File: src/piaqm_pkg.sv
// ============================================================================
// piaqm_pkg: shared definitions for the PI drop controller
// Field widths, register indexes, reset values, verdict codes and the
// command and status words between the controller and the datapath.
// ============================================================================
package piaqm_pkg;

	localparam int QLEN_BITS_DEF      = 24;
	localparam int PROB_FRAC_BITS_DEF = 32;

	localparam int CFG_DATA_W = 32;
	localparam int CFG_IDX_W  = 3;
	localparam int LIMIT_W    = 24;
	localparam int REF_W      = 32;
	localparam int COEF_W     = 32;
	localparam int MEAN_W     = 16;
	localparam int SIZE_W     = 16;
	localparam int RAND_W     = 32;
	localparam int CNT_W      = 32;
	localparam int VERDICT_W  = 2;

	localparam logic [CFG_IDX_W-1:0] REG_BYTE_MODE   = 3'd0;
	localparam logic [CFG_IDX_W-1:0] REG_QUEUE_LIMIT = 3'd1;
	localparam logic [CFG_IDX_W-1:0] REG_QUEUE_REF   = 3'd2;
	localparam logic [CFG_IDX_W-1:0] REG_COEF_A      = 3'd3;
	localparam logic [CFG_IDX_W-1:0] REG_COEF_B      = 3'd4;
	localparam logic [CFG_IDX_W-1:0] REG_MEAN_SIZE   = 3'd5;

	localparam logic [LIMIT_W-1:0] LIMIT_RST  = 24'd25;
	localparam logic [REF_W-1:0]   REF_RST    = 32'd3276800;
	localparam logic [COEF_W-1:0]  COEF_A_RST = 32'd78254;
	localparam logic [COEF_W-1:0]  COEF_B_RST = 32'd77997;
	localparam logic [MEAN_W-1:0]  MEAN_RST   = 16'd500;

	localparam logic [VERDICT_W-1:0] VERDICT_ACCEPT = 2'd0;
	localparam logic [VERDICT_W-1:0] VERDICT_FORCED = 2'd1;
	localparam logic [VERDICT_W-1:0] VERDICT_EARLY  = 2'd2;
	localparam logic [VERDICT_W-1:0] VERDICT_TICK   = 2'd3;

	typedef enum logic [4:0] {
		OP_NONE,
		OP_DIV_QN,
		OP_DIV_QO,
		OP_DIV_PE,
		OP_TAKE_QN,
		OP_TAKE_QO,
		OP_ERR_A,
		OP_ERR_B,
		OP_MUL_HI,
		OP_MUL_LO,
		OP_TERM,
		OP_ACC,
		OP_DIFF,
		OP_CLAMP,
		OP_FORCE_CHK,
		OP_DROP_FORCED,
		OP_MUL_P,
		OP_TAKE_PE,
		OP_DECIDE,
		OP_PUBLISH
	} dp_op_t;

	typedef struct packed {
		logic   load;
		dp_op_t op;
	} dp_cmd_t;

	typedef struct packed {
		logic tick;
		logic byte_mode;
		logic forced;
		logic div_busy;
	} dp_sts_t;

endpackage

File: src/piaqm_ctrl.sv
// ============================================================================
// piaqm_ctrl: sequencer of the PI drop controller
// Takes one word at a time, steps the datapath through the tick update or
// the enqueue decision, and hands the result to the output register.
// ============================================================================
module piaqm_ctrl (
	input  logic               clk,
	input  logic               arst_n,
	input  logic               in_valid,
	output logic               in_stall,
	output logic               out_valid,
	input  logic               out_stall,
	output piaqm_pkg::dp_cmd_t cmd,
	input  piaqm_pkg::dp_sts_t sts
);
	import piaqm_pkg::*;

	typedef enum logic [4:0] {
		S_IDLE,
		S_DISPATCH,
		S_DIV_QN,
		S_WAIT_QN,
		S_TAKE_QN,
		S_DIV_QO,
		S_WAIT_QO,
		S_TAKE_QO,
		S_ERR,
		S_MUL_HI,
		S_MUL_LO,
		S_TERM,
		S_ACC,
		S_DIFF,
		S_CLAMP,
		S_FCHK,
		S_FSEL,
		S_FDROP,
		S_MUL_P,
		S_DIV_PE,
		S_WAIT_PE,
		S_TAKE_PE,
		S_DECIDE,
		S_DONE
	} state_t;

	state_t state_q;
	logic   busy_q;
	logic   out_valid_q;
	logic   term_b_q;
	logic   accept;
	logic   publish;

	assign accept  = in_valid && !busy_q;
	assign publish = (state_q == S_DONE) && (!out_valid_q || !out_stall);

	always_comb begin
		cmd.load = accept;
		case (state_q)
			S_DIV_QN:  cmd.op = OP_DIV_QN;
			S_TAKE_QN: cmd.op = OP_TAKE_QN;
			S_DIV_QO:  cmd.op = OP_DIV_QO;
			S_TAKE_QO: cmd.op = OP_TAKE_QO;
			S_ERR:     cmd.op = term_b_q ? OP_ERR_B : OP_ERR_A;
			S_MUL_HI:  cmd.op = OP_MUL_HI;
			S_MUL_LO:  cmd.op = OP_MUL_LO;
			S_TERM:    cmd.op = OP_TERM;
			S_ACC:     cmd.op = OP_ACC;
			S_DIFF:    cmd.op = OP_DIFF;
			S_CLAMP:   cmd.op = OP_CLAMP;
			S_FCHK:    cmd.op = OP_FORCE_CHK;
			S_FDROP:   cmd.op = OP_DROP_FORCED;
			S_MUL_P:   cmd.op = OP_MUL_P;
			S_DIV_PE:  cmd.op = OP_DIV_PE;
			S_TAKE_PE: cmd.op = OP_TAKE_PE;
			S_DECIDE:  cmd.op = OP_DECIDE;
			S_DONE:    cmd.op = publish ? OP_PUBLISH : OP_NONE;
			default:   cmd.op = OP_NONE;
		endcase
	end

	always_ff @(posedge clk or negedge arst_n) begin
		if (!arst_n) begin
			state_q     <= S_IDLE;
			busy_q      <= 1'b0;
			out_valid_q <= 1'b0;
			term_b_q    <= 1'b0;
		end else begin
			// A new result may replace one that is taken in the same cycle.
			if (publish) begin
				out_valid_q <= 1'b1;
			end else if (out_valid_q && !out_stall) begin
				out_valid_q <= 1'b0;
			end
			case (state_q)
				S_IDLE: begin
					if (accept) begin
						busy_q  <= 1'b1;
						state_q <= S_DISPATCH;
					end
				end
				S_DISPATCH: begin
					term_b_q <= 1'b0;
					if (sts.tick) begin
						state_q <= sts.byte_mode ? S_DIV_QN : S_TAKE_QN;
					end else begin
						state_q <= S_FCHK;
					end
				end
				S_DIV_QN: state_q <= S_WAIT_QN;
				S_WAIT_QN: begin
					if (!sts.div_busy) begin
						state_q <= S_TAKE_QN;
					end
				end
				S_TAKE_QN: state_q <= sts.byte_mode ? S_DIV_QO : S_TAKE_QO;
				S_DIV_QO:  state_q <= S_WAIT_QO;
				S_WAIT_QO: begin
					if (!sts.div_busy) begin
						state_q <= S_TAKE_QO;
					end
				end
				S_TAKE_QO: state_q <= S_ERR;
				S_ERR:     state_q <= S_MUL_HI;
				S_MUL_HI:  state_q <= S_MUL_LO;
				S_MUL_LO:  state_q <= S_TERM;
				S_TERM:    state_q <= S_ACC;
				S_ACC: begin
					// The alpha term goes first, then the beta term.
					if (term_b_q) begin
						state_q <= S_DIFF;
					end else begin
						term_b_q <= 1'b1;
						state_q  <= S_ERR;
					end
				end
				S_DIFF:  state_q <= S_CLAMP;
				S_CLAMP: state_q <= S_DONE;
				S_FCHK:  state_q <= S_FSEL;
				S_FSEL: begin
					if (sts.forced) begin
						state_q <= S_FDROP;
					end else begin
						state_q <= sts.byte_mode ? S_MUL_P : S_TAKE_PE;
					end
				end
				S_FDROP:  state_q <= S_DONE;
				S_MUL_P:  state_q <= S_DIV_PE;
				S_DIV_PE: state_q <= S_WAIT_PE;
				S_WAIT_PE: begin
					if (!sts.div_busy) begin
						state_q <= S_TAKE_PE;
					end
				end
				S_TAKE_PE: state_q <= S_DECIDE;
				S_DECIDE:  state_q <= S_DONE;
				S_DONE: begin
					if (publish) begin
						busy_q  <= 1'b0;
						state_q <= S_IDLE;
					end
				end
				default: state_q <= S_IDLE;
			endcase
		end
	end

	assign in_stall  = busy_q;
	assign out_valid = out_valid_q;

endmodule

File: config.mk
export PLATFORM = sky130hd
export DESIGN_NAME = piaqm_ctrl
export DESIGN_NICKNAME = d
export VERILOG_FILES = /design/src/piaqm_pkg.sv /design/src/piaqm_ctrl.sv
export SDC_FILE = /design/constraint.sdc
export NUM_CORES = 1
export LEC_CHECK = 0
export BUFFER_PORTS_ARGS = -buffer_cell sky130_fd_sc_hd__buf_2
export CAP_MARGIN = 20
export CORE_MARGIN = 3
export CORE_UTILIZATION = 35
export DETAILED_ROUTE_END_ITERATION = 7
export GPL_ROUTABILITY_DRIVEN = 0
export GPL_TIMING_DRIVEN = 0
export PLACE_DENSITY = 0.58
export SLEW_MARGIN = 15
export SYNTH_ARGS = -nofsm -noshare
export SYNTH_HDL_FRONTEND = slang
export SYNTH_SLANG_ARGS = --single-unit
File: constraint.sdc
create_clock -name clk -period 4.9 [get_ports clk]
set_clock_uncertainty 0.05 [all_clocks]
set_input_delay 0.98 -clock clk [delete_from_list [all_inputs] [get_ports clk]]
set_output_delay 0.98 -clock clk [all_outputs]
set_load 0.01 [all_outputs]
==> flow_metrics.py, run 1 <==
metrics = {
    "global_routing": {
        "grt_max_degree": 11,
        "overflow": 0,
        "antenna_found_initial": 0,
        "track_usage_pct": 16.6,
        "grt_pass1_wl_um": 4310,
        "grt_pass1_vias": 896,
    },
    "synth": {
        "yosysUniqueCellTypes": 45,
        "synth_seq_cells": 8,
        "syn_nets": 126,
        "yosys_warnings": 0,
        "syn_area_um2": 920,
        "synthFlopType": "dfrtp_1",
        "synth_area_leaders": "dfrtp_1, a31oi_1, nand2b_1",
        "yosys.area.top_type": "dfrtp_1",
        "syn_area_per_cell_um2": 7.79,
        "seq_area_frac_synth_pct": 21.8,
        "synth_edf_count": 0,
        "synthDominantCellAreaShare_pct": 21.8,
        "synthArstFlopShare_pct": 100,
        "syn_inst": 118,
    },
    "clock_network": {
        "cts_hold_buf": 0,
        "cts_sinks": 8,
        "htreeDepth": 1,
        "postCtsSetupBuffers": 0,
        "cts_buffer_depth": 2,
        "cts_inserted_buffers": 3,
        "cts_tree": "built",
        "clk_pin_slew_ns": 0.06,
        "clock_latency_ns": 0.26,
        "cts-resized-gates": 0,
        "cts_root_buffer": "clkbuf_4",
    },
    "sta": {
        "fin_ws_ns": 1.81,
        "relSlewSlack_pct": 73.2,
        "tightest_slew_ns": 0.397,
        "fmax_mhz": 324,
        "finalCritPeriodShare_pct": 63.1,
        "finalCriticalPeriod_ns": 3.09,
        "finalHoldViolations": 0,
        "fin_tns_setup_ns": 0,
        "rsz0062_at_grt": "false",
        "setup_viol": 0,
        "drv_slew": 0,
    },
    "floorplanning": {
        "die_h_um": 57.3,
        "coreArea_um2": 2340,
        "std_cell_rows": 17,
        "start_util_pct": 39.3,
        "boundaryPins": 16,
        "die_area_um2": 3280,
        "die_w_um": 57.3,
    },
    "finish": {
        "diodes": 0,
        "drive_gt1_share_pct": 30.9,
        "layout.nets": 146,
        "layout-area-overhead-vs-synth_pct": 14.4,
        "design_area_um2": 1050,
    },
    "route": {
        "wl_met1_um": 1160,
        "wirelength_um": 2670,
        "drtPass1Iterations": 5,
        "first_iter_violations": 36,
        "wl_met3_um": 261,
        "top_layer": "met4",
        "ant_nets": 0,
        "vias": 1032,
        "via_per_inst": 6.29,
        "drc": 0,
        "wl_per_cell_um": 16.3,
        "wl_met2_um": 1180,
    },
    "setup_path": {
        "cp-end-kind": "output pin",
        "arrival_ns": 2.06,
        "cp_max_fo": 5,
        "r2r-end": "state_q[1]",
        "worstSetupPathType": "in -> out",
        "r2r_cells": 5,
        "start_kind": "input pin",
        "r2r_slack_ns": 3.24,
        "crit_required_ns": 3.87,
        "crit_start": "out_stall",
        "r2r-start": "state_q[3]",
    },
    "placement": {
        "dp_slack_ns": 1.82,
        "dpl.hpwl_um": 2000,
        "portBuffers": 15,
        "post_dp_cell_area_um2": 1030,
    },
    "hold_path": {
        "min_path_type": "in -> async",
    },
    "power": {
        "power_density_nw_per_um2": 735,
        "p_leak_nw": 0.440,
        "ir_drop_mv": 0.377,
    },
    "status": {
        "status": "complete, no violations",
    },
    "job": {
        "max_cap_violations": 0,
    },
}
-- state kept, by name (all words and copies together), names as in the netlist --
name       cells
out_valid      1
in_stall       1
term_b_q       1
state_q        5
-- cell usage after synthesis (all sizes together) (2+ instances only) --
cell / n
inv: 4
a21o: 2
dfrtp: 8
a31oi: 12
nand2: 8
nor4bb: 2
and3: 2
o32a: 3
nor2b: 6
a21oi: 8
nor2: 9
o21ai: 10
nor3: 2
a41oi: 2
buf: 12
nand2b: 7
-- cell families after synthesis --
family          Yosys count  share of synthesized area [%]
flops                     8                           21.8
mux                       1                           1.22
buf+inv                  16                           9.66
xor+xnor                  1                          0.953
compound gates           47                           37.6
simple gates             45                           28.8
-- report_power, final --
| group | switching (mW) | leakage [nW] | internal [mW] |
|---|---|---|---|
| logic | 0.350 | 0.331 | 0.251 |
| clock network | 0.0242 | 0.0138 | 0.0281 |
| registers | 0.0247 | 0.0951 | 0.0960 |
-- worst max path at each step --
stage,end,slack (ns),cells after the start
detailed placement,cmd[0],1.82,5
floorplan,cmd[0],2.13,3
global route,cmd[0],1.76,5
finish,cmd[0],1.81,5
global placement,cmd[0],1.87,5
CTS,cmd[0],1.82,5
-- cell type report --
cell class | instances | area (µm²)
fill | 236 | 1290
inverter | 4 | 15.0
sequential | 8 | 200
clock buffer | 3 | 22.5
tap | 28 | 35.0
multi-input combinational | 94 | 631
timing repair buffer | 15 | 75.1
buffer | 12 | 73.8
-- placed cells by master (no fill, tap or decap), types with 3 or more instances in the layout --
cell type	Yosys	final
a21oi_1	8	8
nand2_1	8	8
buf_4	3	3
o21ai_0	7	7
a31oi_1	11	11
o32a_1	3	3
nor2b_1	6	6
buf_2	8	23
nand2b_1	7	7
clkbuf_4	0	3
nor2_1	9	9
dfrtp_1	8	8
-- metrics by stage --
stage | instances | util, % | hold slack [ns] | total power, mW
2_1_floorplan | 118 | - | 0.461 | 0.567
3_3_place_gp | 161 | 44.0 | 0.526 | 0.712
3_5_place_dp | 161 | 44.0 | 0.524 | 0.712
4_1_cts | 164 | 45.0 | 0.499 | 0.767
5_1_grt | 164 | 45.0 | 0.494 | 0.836
6_report | 164 | 45.0 | 0.490 | 0.774
-- layer usage --
| metal | up-vias | track usage [%] |
|---|---|---|
| met5 | - | 0 |
| met4 | 0 | 5.96 |
| met3 | 8 | 1.36 |
| met2 | 64 | 24.3 |
| met1 | 476 | 25.1 |
| li1 | 484 | - |
-- worst max-delay path: stages --
cell	delay, ns
buf_2	0.09
nand2_1	0.14
or4_1	0.45
a32o_1	0.26
buf_2	0.14
(Power assumes the default switching activity.)
==> run 2, diff against run 1 <==
--- a/config.mk
+++ b/config.mk
@@ -12,7 +12,7 @@
 export DETAILED_ROUTE_END_ITERATION = 7
 export GPL_ROUTABILITY_DRIVEN = 0
 export GPL_TIMING_DRIVEN = 0
-export PLACE_DENSITY = 0.58
+export PLACE_DENSITY = 0.6
 export SLEW_MARGIN = 15
 export SYNTH_ARGS = -nofsm -noshare
 export SYNTH_HDL_FRONTEND = slang
==> constraint.sdc (replaced) <==
create_clock -name clk -period 2.7 [get_ports clk]
set_clock_uncertainty 0.05 [all_clocks]
set_input_delay 0.54 -clock clk [delete_from_list [all_inputs] [get_ports clk]]
set_output_delay 0.54 -clock clk [all_outputs]
set_load 0.01 [all_outputs]
==> run 2 against run 1 <==
Against the previous run:
- core utilization unchanged
- critical path type is now reg -> out
- sequential power up 80%
- power up 81%
- highest routed layer unchanged
- cell area unchanged
- via count down 2.4%
- clock power up 80%
- setup slack worse by 1.5 ns
- largest power group unchanged
- first-iteration DRC count up 19%
- non-clock buffer count unchanged
- global-route usage up 0.64 points
- critical path depth up 1
==> flow_metrics.py, run 2 (same netlist as run 1, synthesis figures left out) <==
metrics = {
    "setup_path": {
        "arrival_ns": 1.83,
        "cp_cell_sequence": "buf_2, or3_1, a31oi_1, a31oi_1, o22ai_1, buf_2",
        "cp-end-kind": "output pin",
        "r2r-start": "state_q[3]",
        "start_kind": "flop",
        "r2r-end": "state_q[2]",
        "critical_path.max_stage_delay_ns": 0.43,
        "r2r_cells": 5,
        "crit_required_ns": 2.11,
        "cp_max_fo": 10,
        "r2r_slack_ns": 1.08,
        "worstSetupPathType": "reg -> out",
        "slowest_stage": "dfrtp_1",
    },
    "clock_network": {
        "cts_buffer_depth": 2,
        "clk_pin_slew_ns": 0.06,
        "cts-resized-gates": 0,
        "cts_hold_buf": 0,
        "cts_sinks": 8,
        "postCtsSetupBuffers": 0,
        "cts_root_buffer": "clkbuf_4",
        "clock_latency_ns": 0.26,
        "cts_inserted_buffers": 3,
        "cts_tree": "built",
        "htreeDepth": 1,
    },
    "floorplanning": {
        "die_h_um": 57.3,
        "boundaryPins": 16,
        "coreArea_um2": 2340,
        "start_util_pct": 39.3,
        "die_w_um": 57.3,
        "std_cell_rows": 17,
        "die_area_um2": 3280,
    },
    "job": {
        "max_cap_violations": 0,
    },
    "power": {
        "ir_drop_mv": 0.570,
        "p_total_mw": 1.40,
        "power_density_nw_per_um2": 1330,
        "p_leak_nw": 0.440,
    },
    "sta": {
        "fin_tns_setup_ns": 0,
        "drv_slew": 0,
        "setup_viol": 0,
        "finalCriticalPeriod_ns": 2.42,
        "relSlewSlack_pct": 76.4,
        "fin_ws_ns": 0.284,
        "whs_ns": 0.0566,
        "rsz0062_at_grt": "false",
        "finalCritPeriodShare_pct": 89.5,
        "fmax_mhz": 414,
        "tightest_slew_ns": 0.354,
        "finalHoldViolations": 0,
    },
    "finish": {
        "layout_commonest_cell": "buf_2",
        "layout-area-overhead-vs-synth_pct": 14.4,
        "drive_gt1_share_pct": 30.9,
        "regMostFlops": "state_q",
        "largest_register_ff_count": 5,
        "diodes": 0,
        "final_cell_mix": "buf_2, a31oi_1, nor2_1",
        "final.fill_count": 251,
        "layout.nets": 146,
    },
    "global_routing": {
        "grt_max_degree": 11,
        "track_usage_pct": 17.2,
        "antenna_found_initial": 0,
        "overflow": 0,
        "grt_pass1_wl_um": 4540,
        "grt_pass1_vias": 942,
    },
    "route": {
        "wirelength_um": 2640,
        "vias": 1007,
        "drc": 0,
        "wl_per_cell_um": 16.1,
        "first_iter_violations": 43,
        "via_per_inst": 6.14,
        "ant_nets": 0,
        "drtPass1Iterations": 4,
    },
    "hold_path": {
        "min_path_type": "in -> async",
    },
    "placement": {
        "dpl.hpwl_um": 2020,
        "dp_slack_ns": 0.537,
        "portBuffers": 15,
    },
    "status": {
        "status": "complete, no violations",
    },
}
## run 2: cell counts in the layout (fill, tap and decap cells not counted)
No cell type changed its count.
## run 2: through the flow
| step | cell area, µm² | utilization (%) | std cells |
|---|---|---|---|
| after floorplan | 920 | - | 118 |
| after global placement | 1030 | 44.0 | 161 |
| after detailed placement | 1030 | 44.0 | 161 |
| after CTS | 1050 | 45.0 | 164 |
| after global routing | 1050 | 45.0 | 164 |
| final | 1050 | 45.0 | 164 |
## run 2: per-layer routing
| layer | up-vias | track usage (%) | share of wire (%) |
|---|---|---|---|
| met4 | 0 | 5.63 | 1.3 |
| li1 | 488 | - | - |
| met1 | 462 | 23.2 | 44 |
| met5 | - | 0 | 0 |
| met3 | 4 | 5.43 | 9.6 |
| met2 | 53 | 26.1 | 45 |
## run 2: worst max path at each step
stage,slack [ns],to,startpoint,depth (start not counted)
detailed placement,0.54,cmd[0],out_stall,5
global placement,0.54,cmd[0],out_stall,5
CTS,0.29,cmd[2],state_q[0],8
floorplan,0.75,cmd[2],state_q[1],5
finish,0.28,cmd[2],state_q[1],6
global route,0.15,cmd[2],state_q[3],7
## run 2: where the power goes
group | switching, mW | total, mW | internal (mW)
Clock | 0.0434 | 0.0944 | 0.0510
Combinational | 0.633 | 1.09 | 0.455
Sequential | 0.0435 | 0.218 | 0.174
## run 2: worst max-delay path, delay by kind of cell (launching register included)
family / cells / cell delay, ns
buffers and inverters: 2 / 0.37
AOI/OAI and AO/OA: 3 / 0.39
DFF: 1 / 0.43
and+or+nand+nor: 1 / 0.38
## run 2: area by class of cell
| type | instances | area [µm²] | share of cell area (%) |
|---|---|---|---|
| Multi-Input combinational cell | 94 | 631 | 59.9 |
| Sequential cell | 8 | 200 | 19.0 |
| Timing Repair Buffer | 15 | 75.1 | 7.13 |
| Buffer | 12 | 73.8 | 7.02 |
| Tap cell | 28 | 35.0 | 3.33 |
| Clock buffer | 3 | 22.5 | 2.14 |
| Inverter | 4 | 15.0 | 1.43 |
